[src/sv/msgt_pkg.sv]
`timescale 1ns / 1ps
// Shared types, token kinds and lead byte decode for the MessagePack tokenizer.
package msgt_pkg;

	typedef enum logic [3:0] {
		K_NIL     = 4'd0,
		K_RSVD    = 4'd1,
		K_FALSE   = 4'd2,
		K_TRUE    = 4'd3,
		K_UINT    = 4'd4,
		K_INT     = 4'd5,
		K_F32     = 4'd6,
		K_F64     = 4'd7,
		K_STR     = 4'd8,
		K_BIN     = 4'd9,
		K_EXT     = 4'd10,
		K_ARRAY   = 4'd11,
		K_MAP     = 4'd12,
		K_PAYLOAD = 4'd13
	} kind_t;

	typedef enum logic [4:0] {
		S_IDLE = 5'b00001,
		S_DEC  = 5'b00010,
		S_RD   = 5'b00100,
		S_CHK  = 5'b01000,
		S_EMIT = 5'b10000
	} state_t;

	localparam logic [7:0] FIX_NEG_BASE = 8'hE0;
	localparam logic [7:0] FIX_MAP_BASE = 8'h80;
	localparam int unsigned LEN_W = 33;

	// Number of big-endian bytes that follow a lead byte.
	function automatic logic [3:0] hdr_len(input logic [7:0] b);
		logic [3:0] n;
		unique case (b)
			8'hCC, 8'hD0, 8'hC4, 8'hC7, 8'hD9: n = 4'd1;
			8'hCD, 8'hD1, 8'hC5, 8'hC8, 8'hDA, 8'hDC, 8'hDE: n = 4'd2;
			8'hCE, 8'hD2, 8'hCA, 8'hC6, 8'hC9, 8'hDB, 8'hDD, 8'hDF: n = 4'd4;
			8'hCF, 8'hD3, 8'hCB: n = 4'd8;
			default: n = 4'd0;
		endcase
		return n;
	endfunction

endpackage

[src/sv/msgt_if.sv]
`timescale 1ns / 1ps
// Channel interfaces: input bytes, output tokens and the configuration write.
interface msgt_byte_if;
	logic       valid;
	logic       ready;
	logic [7:0] in_byte;
	modport source (output valid, output in_byte, input ready);
	modport sink (input valid, input in_byte, output ready);
endinterface

interface msgt_tok_if;
	logic        valid;
	logic        ready;
	logic [3:0]  kind;
	logic [63:0] value;
	logic [7:0]  ext_type;
	logic [4:0]  depth;
	logic [4:0]  closed_count;
	logic        root_done;
	logic        depth_overflow;
	modport source (output valid, output kind, output value, output ext_type, output depth,
		output closed_count, output root_done, output depth_overflow, input ready);
	modport sink (input valid, input kind, input value, input ext_type, input depth,
		input closed_count, input root_done, input depth_overflow, output ready);
endinterface

interface msgt_cfg_if;
	logic valid;
	logic ready;
	logic track_nesting;
	modport source (output valid, output track_nesting, input ready);
	modport sink (input valid, input track_nesting, output ready);
endinterface

[src/sv/msgt_ram.sv]
`timescale 1ns / 1ps
// Generic single write port RAM with registered read.
module msgt_ram #(
	parameter int unsigned WIDTH = 8,
	parameter int unsigned DEPTH = 16,
	localparam int unsigned AW = (DEPTH > 1) ? $clog2(DEPTH) : 1
) (
	input  logic             clk,
	input  logic             we,
	input  logic [AW-1:0]    waddr,
	input  logic [WIDTH-1:0] wdata,
	input  logic [AW-1:0]    raddr,
	output logic [WIDTH-1:0] rdata
);
	logic [WIDTH-1:0] mem [DEPTH];

	always_ff @(posedge clk) begin
		if (we) begin
			mem[waddr] <= wdata;
		end
		rdata <= mem[raddr];
	end
endmodule

[src/sv/msgpack_stream_tokenizer.sv]
`timescale 1ns / 1ps
// Top level of the streaming MessagePack tokenizer.
//
// Usage: feed the stream one byte per request on the bytes channel. Each
// byte gives at most one token on the tokens channel: a scalar, a str, bin,
// ext or container header, or one payload byte. Header and number bytes that
// are still being gathered give no token.
// Flow: a byte that gives no token passes through capture and decode, one
// that gives a token through capture, decode and emit. A token that finishes
// an object inside an open container passes a check step, then a read and a
// further check for each level it pops, unless that pop empties the stack;
// the walk reuses one 33-bit decrement and compare against the level count
// memory, one level per read. Bytes are refused until the token is loaded.
// The output register then holds the token, so the next byte is taken while
// a token still waits. A stalled receiver holds the token; a second token
// waits in the emit state and bytes stop until the register frees.
// Configuration: cfg is ready out of reset; write track_nesting only while idle.
// Reset: stack empty, all gathering state cleared, track_nesting set, both
// inputs refused. The level memory needs no clearing, since an entry is always
// written on push before it is read.
module msgpack_stream_tokenizer
	import msgt_pkg::*;
#(
	parameter int unsigned MAX_DEPTH = 16
) (
	input  logic       clk,
	input  logic       arst_n,
	msgt_byte_if.sink  bytes,
	msgt_tok_if.source tokens,
	msgt_cfg_if.sink   cfg
);
	localparam int unsigned AW = (MAX_DEPTH > 1) ? $clog2(MAX_DEPTH) : 1;
	localparam int unsigned TW = $clog2(MAX_DEPTH + 1);

	state_t state_q;
	logic [7:0]       byte_q;
	logic [TW-1:0]    top_q;
	logic [TW-1:0]    closed_q;
	logic [7:0]       tag_q;
	logic [3:0]       hdr_q;
	logic [63:0]      acc_q;
	logic [LEN_W-1:0] pay_q;
	logic             ext_q;
	logic             track_q;

	// token under construction
	kind_t       tk_kind_q;
	logic [63:0] tk_val_q;
	logic [7:0]  tk_ext_q;
	logic [4:0]  tk_depth_q;
	logic        tk_done_q;
	logic        tk_ovf_q;

	// output register
	logic        out_valid_q;
	logic [3:0]  o_kind_q;
	logic [63:0] o_val_q;
	logic [7:0]  o_ext_q;
	logic [4:0]  o_depth_q;
	logic [4:0]  o_closed_q;
	logic        o_root_q;
	logic        o_ovf_q;

	// decode results
	logic             d_emit, d_done, d_ovf, d_push;
	kind_t            d_kind;
	logic [63:0]      d_val;
	logic [7:0]       d_ext;
	logic [LEN_W-1:0] d_count;
	logic [LEN_W-1:0] pay_n;
	logic             ext_n;
	logic [3:0]       hdr_n;
	logic [63:0]      acc_n;
	logic [7:0]       tag_n;
	logic             is_cont, is_data;
	kind_t            c_kind;
	logic [63:0]      len, v;

	// level memory
	logic             ram_we;
	logic [AW-1:0]    ram_waddr;
	logic [LEN_W-1:0] ram_wdata;
	logic [AW-1:0]    ram_raddr;
	logic [LEN_W-1:0] ram_rdata;
	logic             lvl_last;
	logic             out_free;

	assign bytes.ready = arst_n && (state_q == S_IDLE);
	assign cfg.ready   = arst_n;
	assign out_free    = !out_valid_q || tokens.ready;

	assign tokens.valid          = out_valid_q;
	assign tokens.kind           = o_kind_q;
	assign tokens.value          = o_val_q;
	assign tokens.ext_type       = o_ext_q;
	assign tokens.depth          = o_depth_q;
	assign tokens.closed_count   = o_closed_q;
	assign tokens.root_done      = o_root_q;
	assign tokens.depth_overflow = o_ovf_q;

	// Decode of the captured byte against the gathering state.
	always_comb begin
		d_emit  = 1'b0;
		d_done  = 1'b0;
		d_ovf   = 1'b0;
		d_push  = 1'b0;
		d_kind  = K_NIL;
		d_val   = '0;
		d_ext   = '0;
		d_count = '0;
		pay_n   = pay_q;
		ext_n   = ext_q;
		hdr_n   = hdr_q;
		acc_n   = acc_q;
		tag_n   = tag_q;
		is_cont = 1'b0;
		is_data = 1'b0;
		c_kind  = K_MAP;
		len     = '0;
		v       = {acc_q[55:0], byte_q};
		if (pay_q != '0) begin
			// pass a payload byte through
			pay_n  = pay_q - 1'b1;
			d_emit = 1'b1;
			d_kind = K_PAYLOAD;
			d_val  = {56'd0, byte_q};
			d_done = (pay_q == LEN_W'(1));
		end else if (ext_q) begin
			// type byte of an ext: emit its header now
			ext_n  = 1'b0;
			pay_n  = acc_q[LEN_W-1:0];
			d_emit = 1'b1;
			d_kind = K_EXT;
			d_val  = acc_q;
			d_ext  = byte_q;
			d_done = (acc_q[LEN_W-1:0] == '0);
		end else if (hdr_q != '0) begin
			acc_n = v;
			hdr_n = hdr_q - 1'b1;
			if (hdr_q == 4'd1) begin
				case (tag_q) inside
					[8'hCC:8'hCF]: begin
						d_emit = 1'b1; d_done = 1'b1; d_kind = K_UINT; d_val = v;
					end
					[8'hD0:8'hD3]: begin
						d_emit = 1'b1; d_done = 1'b1; d_kind = K_INT;
						case (tag_q[1:0])
							2'd0: d_val = {{56{v[7]}}, v[7:0]};
							2'd1: d_val = {{48{v[15]}}, v[15:0]};
							2'd2: d_val = {{32{v[31]}}, v[31:0]};
							default: d_val = v;
						endcase
					end
					8'hCA: begin
						d_emit = 1'b1; d_done = 1'b1; d_kind = K_F32; d_val = v;
					end
					8'hCB: begin
						d_emit = 1'b1; d_done = 1'b1; d_kind = K_F64; d_val = v;
					end
					[8'hC4:8'hC6]: begin
						is_data = 1'b1; c_kind = K_BIN; len = v;
					end
					[8'hD9:8'hDB]: begin
						is_data = 1'b1; c_kind = K_STR; len = v;
					end
					[8'hC7:8'hC9]: ext_n = 1'b1;
					8'hDC, 8'hDD: begin
						is_cont = 1'b1; c_kind = K_ARRAY; len = v;
					end
					default: begin
						is_cont = 1'b1; c_kind = K_MAP; len = v;
					end
				endcase
			end
		end else if (byte_q < FIX_MAP_BASE) begin
			d_emit = 1'b1; d_done = 1'b1; d_kind = K_UINT; d_val = {56'd0, byte_q};
		end else if (byte_q >= FIX_NEG_BASE) begin
			d_emit = 1'b1; d_done = 1'b1; d_kind = K_INT; d_val = {{56{1'b1}}, byte_q};
		end else if (byte_q < 8'h90) begin
			is_cont = 1'b1; c_kind = K_MAP; len = {60'd0, byte_q[3:0]};
		end else if (byte_q < 8'hA0) begin
			is_cont = 1'b1; c_kind = K_ARRAY; len = {60'd0, byte_q[3:0]};
		end else if (byte_q < 8'hC0) begin
			is_data = 1'b1; c_kind = K_STR; len = {59'd0, byte_q[4:0]};
		end else if (byte_q <= 8'hC3) begin
			d_emit = 1'b1; d_done = 1'b1; d_kind = kind_t'({2'b00, byte_q[1:0]});
		end else if (byte_q >= 8'hD4 && byte_q <= 8'hD8) begin
			// fixext: length known from the lead byte
			tag_n = byte_q;
			acc_n = 64'd1 << (byte_q - 8'hD4);
			ext_n = 1'b1;
		end else begin
			tag_n = byte_q;
			acc_n = '0;
			hdr_n = hdr_len(byte_q);
		end

		if (is_data) begin
			pay_n  = len[LEN_W-1:0];
			d_emit = 1'b1;
			d_kind = c_kind;
			d_val  = len;
			d_done = (len == '0);
		end
		if (is_cont) begin
			d_count = (c_kind == K_MAP) ? {len[LEN_W-2:0], 1'b0} : len[LEN_W-1:0];
			d_emit  = 1'b1;
			d_kind  = c_kind;
			d_val   = len;
			if (track_q && d_count != '0) begin
				if (top_q < TW'(MAX_DEPTH)) begin
					d_push = 1'b1;
				end else begin
					d_done = 1'b1;
					d_ovf  = 1'b1;
				end
			end else begin
				d_done = 1'b1;
			end
		end
	end

	// Shared decrement and compare on the top level count.
	assign lvl_last  = (ram_rdata <= LEN_W'(1));
	assign ram_raddr = AW'(top_q - 1'b1);

	always_comb begin
		ram_we    = 1'b0;
		ram_waddr = AW'(top_q - 1'b1);
		ram_wdata = ram_rdata - 1'b1;
		if (state_q == S_DEC && d_push) begin
			ram_we    = 1'b1;
			ram_waddr = top_q[AW-1:0];
			ram_wdata = d_count;
		end else if (state_q == S_CHK && !lvl_last) begin
			ram_we = 1'b1;
		end
	end

	msgt_ram #(
		.WIDTH(LEN_W),
		.DEPTH(MAX_DEPTH)
	) u_lvl_ram (
		.clk  (clk),
		.we   (ram_we),
		.waddr(ram_waddr),
		.wdata(ram_wdata),
		.raddr(ram_raddr),
		.rdata(ram_rdata)
	);

	always_ff @(posedge clk or negedge arst_n) begin
		if (!arst_n) begin
			state_q     <= S_IDLE;
			top_q       <= '0;
			closed_q    <= '0;
			tag_q       <= '0;
			hdr_q       <= '0;
			acc_q       <= '0;
			pay_q       <= '0;
			ext_q       <= 1'b0;
			track_q     <= 1'b1;
			out_valid_q <= 1'b0;
		end else begin
			if (cfg.valid) begin
				track_q <= cfg.track_nesting;
			end
			// load a new token or drop the one just taken
			if (state_q == S_EMIT && out_free) begin
				out_valid_q <= 1'b1;
			end else if (tokens.ready) begin
				out_valid_q <= 1'b0;
			end
			unique case (state_q)
				S_IDLE: begin
					if (bytes.valid) begin
						state_q <= S_DEC;
					end
				end
				S_DEC: begin
					pay_q    <= pay_n;
					ext_q    <= ext_n;
					hdr_q    <= hdr_n;
					acc_q    <= acc_n;
					tag_q    <= tag_n;
					closed_q <= '0;
					if (d_push) begin
						top_q <= top_q + 1'b1;
					end
					if (!d_emit) begin
						state_q <= S_IDLE;
					end else if (d_done && top_q != '0) begin
						// read issued this cycle at top - 1
						state_q <= S_CHK;
					end else begin
						state_q <= S_EMIT;
					end
				end
				S_RD: state_q <= S_CHK;
				S_CHK: begin
					if (lvl_last) begin
						// pop this level and walk down
						top_q    <= top_q - 1'b1;
						closed_q <= closed_q + 1'b1;
						state_q  <= (top_q == TW'(1)) ? S_EMIT : S_RD;
					end else begin
						state_q <= S_EMIT;
					end
				end
				S_EMIT: begin
					if (out_free) begin
						state_q <= S_IDLE;
					end
				end
				default: state_q <= S_IDLE;
			endcase
		end
	end

	// Token fields and the output register: payload only, no reset.
	always_ff @(posedge clk) begin
		if (state_q == S_IDLE && bytes.valid) begin
			byte_q <= bytes.in_byte;
		end
		if (state_q == S_DEC) begin
			tk_kind_q  <= d_kind;
			tk_val_q   <= d_val;
			tk_ext_q   <= d_ext;
			tk_depth_q <= 5'(top_q);
			tk_done_q  <= d_done;
			tk_ovf_q   <= d_ovf;
		end
		if (state_q == S_EMIT && out_free) begin
			o_kind_q   <= tk_kind_q;
			o_val_q    <= tk_val_q;
			o_ext_q    <= tk_ext_q;
			o_depth_q  <= tk_depth_q;
			o_closed_q <= 5'(closed_q);
			o_root_q   <= tk_done_q && (top_q == '0);
			o_ovf_q    <= tk_ovf_q;
		end
	end

	a_top_bound: assert property (@(posedge clk) disable iff (!arst_n)
		top_q <= TW'(MAX_DEPTH))
		else $error("stack pointer beyond depth");

	a_chk_nonempty: assert property (@(posedge clk) disable iff (!arst_n)
		state_q == S_CHK |-> top_q != '0)
		else $error("level walk on an empty stack");

	a_out_from_emit: assert property (@(posedge clk) disable iff (!arst_n)
		$rose(out_valid_q) |-> $past(state_q == S_EMIT))
		else $error("token loaded outside the emit step");

	a_pop_count: assert property (@(posedge clk) disable iff (!arst_n)
		state_q == S_CHK && lvl_last |=> closed_q == $past(closed_q) + 1'b1)
		else $error("pop not counted");
endmodule

[src/flat_wrapper.sv]
// flat-port wrapper written by rule: the top's interface ports become plain ports
module msgpack_stream_tokenizer_flat import msgt_pkg::*;
#(
	parameter int unsigned MAX_DEPTH = 16
)
  (clk, arst_n, bytes_valid, bytes_in_byte, bytes_ready, tokens_valid, tokens_kind, tokens_value, tokens_ext_type, tokens_depth, tokens_closed_count, tokens_root_done, tokens_depth_overflow, tokens_ready, cfg_valid, cfg_track_nesting, cfg_ready);
  msgt_byte_if bytes_i ();
  msgt_tok_if tokens_i ();
  msgt_cfg_if cfg_i ();
  input  logic clk;
  input  logic arst_n;
  input wire logic [$bits(bytes_i.valid)-1:0] bytes_valid;
  input wire logic [$bits(bytes_i.in_byte)-1:0] bytes_in_byte;
  output wire logic [$bits(bytes_i.ready)-1:0] bytes_ready;
  output wire logic [$bits(tokens_i.valid)-1:0] tokens_valid;
  output wire logic [$bits(tokens_i.kind)-1:0] tokens_kind;
  output wire logic [$bits(tokens_i.value)-1:0] tokens_value;
  output wire logic [$bits(tokens_i.ext_type)-1:0] tokens_ext_type;
  output wire logic [$bits(tokens_i.depth)-1:0] tokens_depth;
  output wire logic [$bits(tokens_i.closed_count)-1:0] tokens_closed_count;
  output wire logic [$bits(tokens_i.root_done)-1:0] tokens_root_done;
  output wire logic [$bits(tokens_i.depth_overflow)-1:0] tokens_depth_overflow;
  input wire logic [$bits(tokens_i.ready)-1:0] tokens_ready;
  input wire logic [$bits(cfg_i.valid)-1:0] cfg_valid;
  input wire logic [$bits(cfg_i.track_nesting)-1:0] cfg_track_nesting;
  output wire logic [$bits(cfg_i.ready)-1:0] cfg_ready;
  assign bytes_i.valid = bytes_valid;
  assign bytes_i.in_byte = bytes_in_byte;
  assign bytes_ready = bytes_i.ready;
  assign tokens_valid = tokens_i.valid;
  assign tokens_kind = tokens_i.kind;
  assign tokens_value = tokens_i.value;
  assign tokens_ext_type = tokens_i.ext_type;
  assign tokens_depth = tokens_i.depth;
  assign tokens_closed_count = tokens_i.closed_count;
  assign tokens_root_done = tokens_i.root_done;
  assign tokens_depth_overflow = tokens_i.depth_overflow;
  assign tokens_i.ready = tokens_ready;
  assign cfg_i.valid = cfg_valid;
  assign cfg_i.track_nesting = cfg_track_nesting;
  assign cfg_ready = cfg_i.ready;
  msgpack_stream_tokenizer #(.MAX_DEPTH(MAX_DEPTH)) u_core (.clk(clk), .arst_n(arst_n), .bytes(bytes_i), .tokens(tokens_i), .cfg(cfg_i));
endmodule
[config.mk]
export PLATFORM = sky130hd
export DESIGN_NAME = msgpack_stream_tokenizer_flat
export DESIGN_NICKNAME = d
export VERILOG_FILES = /design/src/sv/msgt_pkg.sv /design/src/sv/msgt_if.sv /design/src/sv/msgt_ram.sv /design/src/sv/msgpack_stream_tokenizer.sv /design/src/flat_wrapper.sv
export SDC_FILE = /design/constraint.sdc
export NUM_CORES = 1
export LEC_CHECK = 0
export BUFFER_PORTS_ARGS = -buffer_cell sky130_fd_sc_hd__clkbuf_2
export CORE_MARGIN = 2
export CORE_UTILIZATION = 40
export CTS_CLUSTER_SIZE = 16
export DETAILED_ROUTE_END_ITERATION = 8
export PLACE_DENSITY = 0.65
export SKIP_LAST_GASP = 1
export SYNTH_ARGS = -nofsm -noshare
export SYNTH_HDL_FRONTEND = slang
export SYNTH_SLANG_ARGS = --single-unit
[constraint.sdc]
create_clock -name clk -period 6.1 [get_ports clk]
set_input_delay 0.305 -clock clk [delete_from_list [all_inputs] [get_ports clk]]
set_output_delay 0.305 -clock clk [all_outputs]
set_load 0.02 [all_outputs]
# == Yosys cells after proc, flatten, opt, wreduce, memory -nomap -nowiden ==
# Memories as Yosys holds them, arrays and structs flattened. A register that Yosys moved wholly into a read port is not among the register bits.
# Cells that the tools add are included.
# word_totals
ff_bits,306
ramBits,528
inputBits,14
out_inout_bits,91
word_cells,331
n_memories,1
# op_classes
add_sub_neg,7
magnitude_cmp,20
n_eq_ne,49
shift,1
n_mux,177
bitwise,9
reduce_logical,43
# memory_table
memory,words,width,rd,rd_ports_with_merged_regs,write_ports,line_no,rtl
u_core.u_lvl_ram.mem,16,33,1,1,1,msgt_ram.sv:15,logic [WIDTH-1:0] mem [DEPTH];
# op_table
op,count
$mux 64,35
$eq 8x8->1 const B,27
$mux 33,6
$pmux 64 s3,1
$mux 4,38
$mux 1,79
$reduce_bool 33->1,2
$sub 33x1->33 const B,2
$logic_not 64->1,1
$shl 1x8->64 const A,1
$ge 8x8->1 const B,7
$le 8x8->1 const B,7
$mux 5,10
$eq 33x1->1 const B,1
$le 33x1->1 const B,1
$logic_not 33->1,1
$lt 8x8->1 const B,4
$pmux 5 s5,1
$ne 2x1->1 const B,10
$pmux 5 s2,2
$reduce_and 10->1,2
$pmux 4 s4,1
$logic_and 1x1->1,14
$add 5x1->5 const B,2
33 further kinds,51

# == Longest topological paths before layout ==
# logic_depth
ltp_word,24
ltp_mapped,13
depth_no_buf,11

# == By module ==
# Synthesis repeated with hierarchy kept, for this count alone.
# unflattened
cells_unflattened,2578
hier_area_um2,36956.7
# by_module_without_submodules
mod,n_inst,cells_each,area_per_inst_um2,seq_area_each_um2
msgt_ram,1,864,20629.8,16515.8
msgpack_stream_tokenizer,1,1714,16326.9,8555.7

# == Least setup slack after synthesis ==
# No wires, ideal clock.
# synth_timing
path_kind,register to register
from,reg u_core.hdr_q[0]
to,mem u_core.u_lvl_ram.mem[13][0] in the netlist's numbering (enable)
setup_ps,476
arrival_ps,5278
required_ps,5624
setup_slack_ps,347
stages_incl_launch_ff,12
path_buffers,1
synth_period_minus_slack_ps,5753
cell_sequence,dfrtp_1 inv_1 ha_1 nor4b_4 o221ai_2 a211o_1 and4_1 or2_1 a41oi_2 o2111ai_4 buf_6 o32ai_1
# synth_between
elab_chain_cells,15
elab_cells_between_ends,25
cone_classes,eq/ne (2); mux (19); reduce/logical (4)
# synth_lines
element,line_no,rtl
from (decl),msgpack_stream_tokenizer.sv:40,logic [3:0] hdr_q;
from (signal assigned),msgpack_stream_tokenizer.sv:283,hdr_q <= hdr_n;
$eq 4x1->1,msgpack_stream_tokenizer.sv:140,if (hdr_q == 4'd1) begin
$mux 4,msgpack_stream_tokenizer.sv:140,
$mux 4,msgpack_stream_tokenizer.sv:137,end else if (hdr_q != '0) begin
$mux 4,msgpack_stream_tokenizer.sv:128,end else if (ext_q) begin
$mux 4,msgpack_stream_tokenizer.sv:121,if (pay_q != '0) begin
$eq 4x4->1,msgpack_stream_tokenizer.sv:206,"d_count = (c_kind == K_MAP) ? {len[LEN_W-2:0], 1'b0} : len[LEN_W-1:0];"
$mux 33,msgpack_stream_tokenizer.sv:206,
$reduce_bool 33->1,msgpack_stream_tokenizer.sv:210,if (track_q && d_count != '0) begin
$logic_and 1x1->1,msgpack_stream_tokenizer.sv:210,
$mux 1,msgpack_stream_tokenizer.sv:210,
$mux 1 (*),msgpack_stream_tokenizer.sv:205,if (is_cont) begin
$logic_and 1x1->1 (*),msgpack_stream_tokenizer.sv:231,if (state_q == S_DEC && d_push) begin
$mux 1,msgpack_stream_tokenizer.sv:231,
$mux 1,msgt_ram.sv:18,if (we) begin
$mux 1 (not written as such),msgt_ram.sv:19,mem[waddr] <= wdata;
to (decl),msgt_ram.sv:15,
# Every way passes the cells marked *; elsewhere a longest branch is shown, timed or not.

# == Worst setup path in the final report ==
# layout_timing
from,reg u_core.hdr_q[0]
to,mem u_core.u_lvl_ram.mem[7][1] in the netlist's numbering (data pin)
# layout_between
elab_chain_cells,13
elab_cells_between_ends,23
cone_classes,eq/ne (2); mux (17); reduce/logical (4)
# layout_lines
element,line_no,rtl
$eq 4x1->1,msgpack_stream_tokenizer.sv:140,
$mux 4,msgpack_stream_tokenizer.sv:140,
$mux 4,msgpack_stream_tokenizer.sv:137,
$mux 4,msgpack_stream_tokenizer.sv:128,
$mux 4,msgpack_stream_tokenizer.sv:121,
$eq 4x4->1,msgpack_stream_tokenizer.sv:206,
$mux 33,msgpack_stream_tokenizer.sv:206,
$reduce_bool 33->1,msgpack_stream_tokenizer.sv:210,
$logic_and 1x1->1,msgpack_stream_tokenizer.sv:210,
$mux 1,msgpack_stream_tokenizer.sv:210,
$mux 1,msgpack_stream_tokenizer.sv:205,
$logic_and 1x1->1,msgpack_stream_tokenizer.sv:231,
$mux 33 (*),msgpack_stream_tokenizer.sv:231,
net u_core.ram_wdata[1],msgpack_stream_tokenizer.sv:82,logic [LEN_W-1:0] ram_wdata;
# Mark *: on every way through the listed nets, which the timed path passes. The rest lies on a longest branch.

==> results by group <==
Floorplan
  – # rows: 111
  – I/O pins: 105
  – Die ar.: 95000 µm²
  – Initial Util: 0.404
  – Die X: 308 µm
  – Die height: 308 µm
  – CORE AREA: 91700 µm²

Yosys
  – Post-synth cell types: 93
  – Seq/Total Area, Yosys: 0.677
  – Post-synth top area share: 0.574
  – Synth async-reset ratio: 0.146
  – Seq cells post-synth: 867
  – Avg Cell Area, Syn: 14.8 µm²
  – Area leader, netlist: edfxtp_1
  – Syn nets: 2538
  – Mapped Cells: 2508
  – Mapped Area: 37000 µm²
  – Synth top area cells: edfxtp_1 57%, mux4_2 10%, dfrtp_1 8.4%
  – Yosys Warn Count: 0
  – Post-synth EDFFs: 707
  – Post-synth top flop: edfxtp_1

GRT
  – Largest net degree at the start of global routing: 130
  – Initial antenna violation count: 1
  – Global-route wire length before repair: 147000 µm
  – Total gr overflow: 0
  – Tot GR Track Use: 0.205
  – Number of global-route vias before repair: 22905

Power and ir drop
  – Leak pwr: 14.2 nW
  – Final Total Pwr: 13.6 mW
  – Power per cell area: 319 nW/µm²
  – Peak supply drop: 0.311 mV

Clock tree
  – Cts-stage hold buffer count: 12
  – CTS tree: yes
  – Clk root buf: clkbuf_16
  – CTS buffer count: 88
  – Clock transition at the registers of the reported paths: 0.06 ns
  – H-Tree Depth: 3
  – Clock buffer depth: 3
  – Post CTS Setup Buffer Count: 0
  – Clk sink count: 867
  – Clock latency at the later pin of the worst-skew pair: 0.68 ns
  – # resized after CTS: 0

Timing
  – Setup-failing EPs final: 0
  – Worst setup margin: 0.704 ns
  – Endpoints failing hold: 0
  – Setup TNS: 0 ns
  – Worst Max-Slew Pin Slew: 1.29 ns
  – Achievable clock frequency: 185 MHz
  – Slew headroom: 0.137
  – Setup Skew: 0.0401 ns
  – Slew Limit Fails: 0
  – Fin crit share: 0.885
  – RSZ-0062 raised after global routing: no
  – Minimum clock period: 5.40 ns

Critical path
  – Crit Path Max Fanout: 16
  – CP Capture Type: flip-flop
  – Crit Path Class: reg -> reg
  – WP data required: 6.38 ns
  – Crit path DAT: 5.68 ns
  – Crit path launch type: flip-flop

Final layout
  – Area grow syn2layout: 14.9%
  – # diodes: 0
  – Proportion of layout cells with a drive suffix above 1: 0.212
  – Fin nets: 2636
  – Final core occ: 0.464
  – Final Cell Area: 42500 µm²

Placement
  – IO buf count: 104
  – Cell Area, Placed: 39300 µm²
  – GP Congestion: 0.906
  – Worst slack, placed: 0.786 ns
  – Post-DP HPWL: 59900 µm

Route
  – DRC: 0
  – Routed WL: 97400 µm
  – Via count: 23039
  – Via/cell ratio: 5.96
  – DR iter-0 viols: 2650
  – WL/cell: 25.2 µm
  – Routed Antenna Nets: 0
  – TritonRoute pass-1 iters: 8

Min path
  – Worst Hold Class: in -> reg

Flow run
  – Max Cap Viol: 0

Status
  – Status: finished clean
[cells in the mapped netlist (11+ instances only)]
master	instances
edfxtp_1	707
nand2_1	303
o21ai_0	191
mux4_2	165
clkbuf_1	154
a21oi_1	135
dfrtp_1	125
nor2_1	106
inv_1	48
nor3_1	41
dfxtp_1	33
a221o_1	32
nor4_1	26
a222oi_1	25
xor2_1	24
nand3_1	21
or3_1	19
xnor2_1	19
a221oi_1	18
a31oi_1	17
ha_1	16
nand2b_1	15
a22oi_1	14
o32ai_1	14
and3_1	13
and2_1	11
buf_2	11
[area by class of cell]
type                            instances  area (µm²)
Clock inverter                         46         614
Clock buffer                          118        2490
Tap cell                             1186        1480
Multi-Input combinational cell       1410       11400
Inverter                               49         186
Timing Repair Buffer                  190        1290
Fill cell                            7768       49100
Sequential cell                       867       25100
[through the flow]
step	hold WS [ns]	cells
2_1_floorplan	0.00941	2508
3_3_place_gp	0.387	3690
3_5_place_dp	0.404	3690
4_1_cts	0.0844	3866
5_1_grt	0.0922	3866
6_report	0.0930	3866
[critical path, stage by stage, from the launching register on]
cell and delay, ns:
dfrtp_1 0.43, inv_1 0.11, ha_1 0.34, nor4b_4 0.47, o221ai_2 0.19, a211oi_1 0.63, nor2_1 0.26, a21oi_1 0.31
o221ai_2 0.17, o2111ai_4 0.68, buf_4 0.36, a21oi_1 0.08, a21oi_1 0.98
[logic make-up after synthesis]
group	after synthesis	synth area share
AND/OR/NAND/NOR	638	0.0842
XOR/XNOR	43	0.0102
flip-flops	867	0.677
AO/OA/AOI/OAI	537	0.0946
buffers and inverters	231	0.0248
multiplexers	176	0.104
adder cells (fa/ha/maj)	16	0.00541
[cell usage in the layout, fill, tap and decap left out, drive strengths merged, types with 16 or more instances in the layout]
master	n
nand2b	16
buf	75
clkinv	30
clkbuf	221
xor2	24
inv	52
a221oi	19
dfxtp	33
ha	16
a21oi	137
mux4	165
a221o	32
nor2	108
a222oi	25
o21ai	194
nand3	21
xnor2	19
or3	21
a31oi	17
nor3	47
nor4	29
dfrtp	125
nand2	303
edfxtp	707
[registers in the layout (all words and copies together) (netlist names), 8 cells and up]
signal / flops
u_core.u_lvl_ram.mem: 528
u_core.acc_q: 64
u_core.tk_val_q: 64
u_core.tokens.value: 64
u_core.pay_q: 33
u_core.u_lvl_ram.rdata: 33
u_core.byte_q: 8
u_core.tag_q: 8
u_core.tk_ext_q: 8
u_core.tokens.ext_type: 8
[routing by layer]
metal / global-route usage / routed length (µm)
met1: 0.271 / 38800
met2: 0.339 / 47300
met3: 0.0399 / 7730
met4: 0.0740 / 3610
met5: 0 / 0
[path summary, 6_finish.rpt]
kind	startpoint	endpoint	slack, ns	cells after the start
worst max register to register	u_core.hdr_q[0]	u_core.u_lvl_ram.mem[7][1]	0.70	12
worst max-delay path	u_core.hdr_q[0]	u_core.u_lvl_ram.mem[7][1]	0.70	12
worst min register to register	u_core.tk_val_q[17]	u_core.tokens.value[17]	0.41	0
max in group asynchronous	arst_n	u_core.acc_q[52]	4.46	3
worst min-delay path	tokens_ready	u_core.tokens.valid	0.09	3
min in group asynchronous	arst_n	u_core.ext_q	0.26	2
[report_power, final]
group	internal [mW]	leakage, nW	switching, mW	total (mW)
registers	6.62	8.38	0.187	6.81
clock network	3.36	1.52	2.33	5.70
logic	0.345	4.29	0.718	1.06
total	10.3	14.2	3.24	13.6
Note: power is estimated with default switching activity, not from simulation.
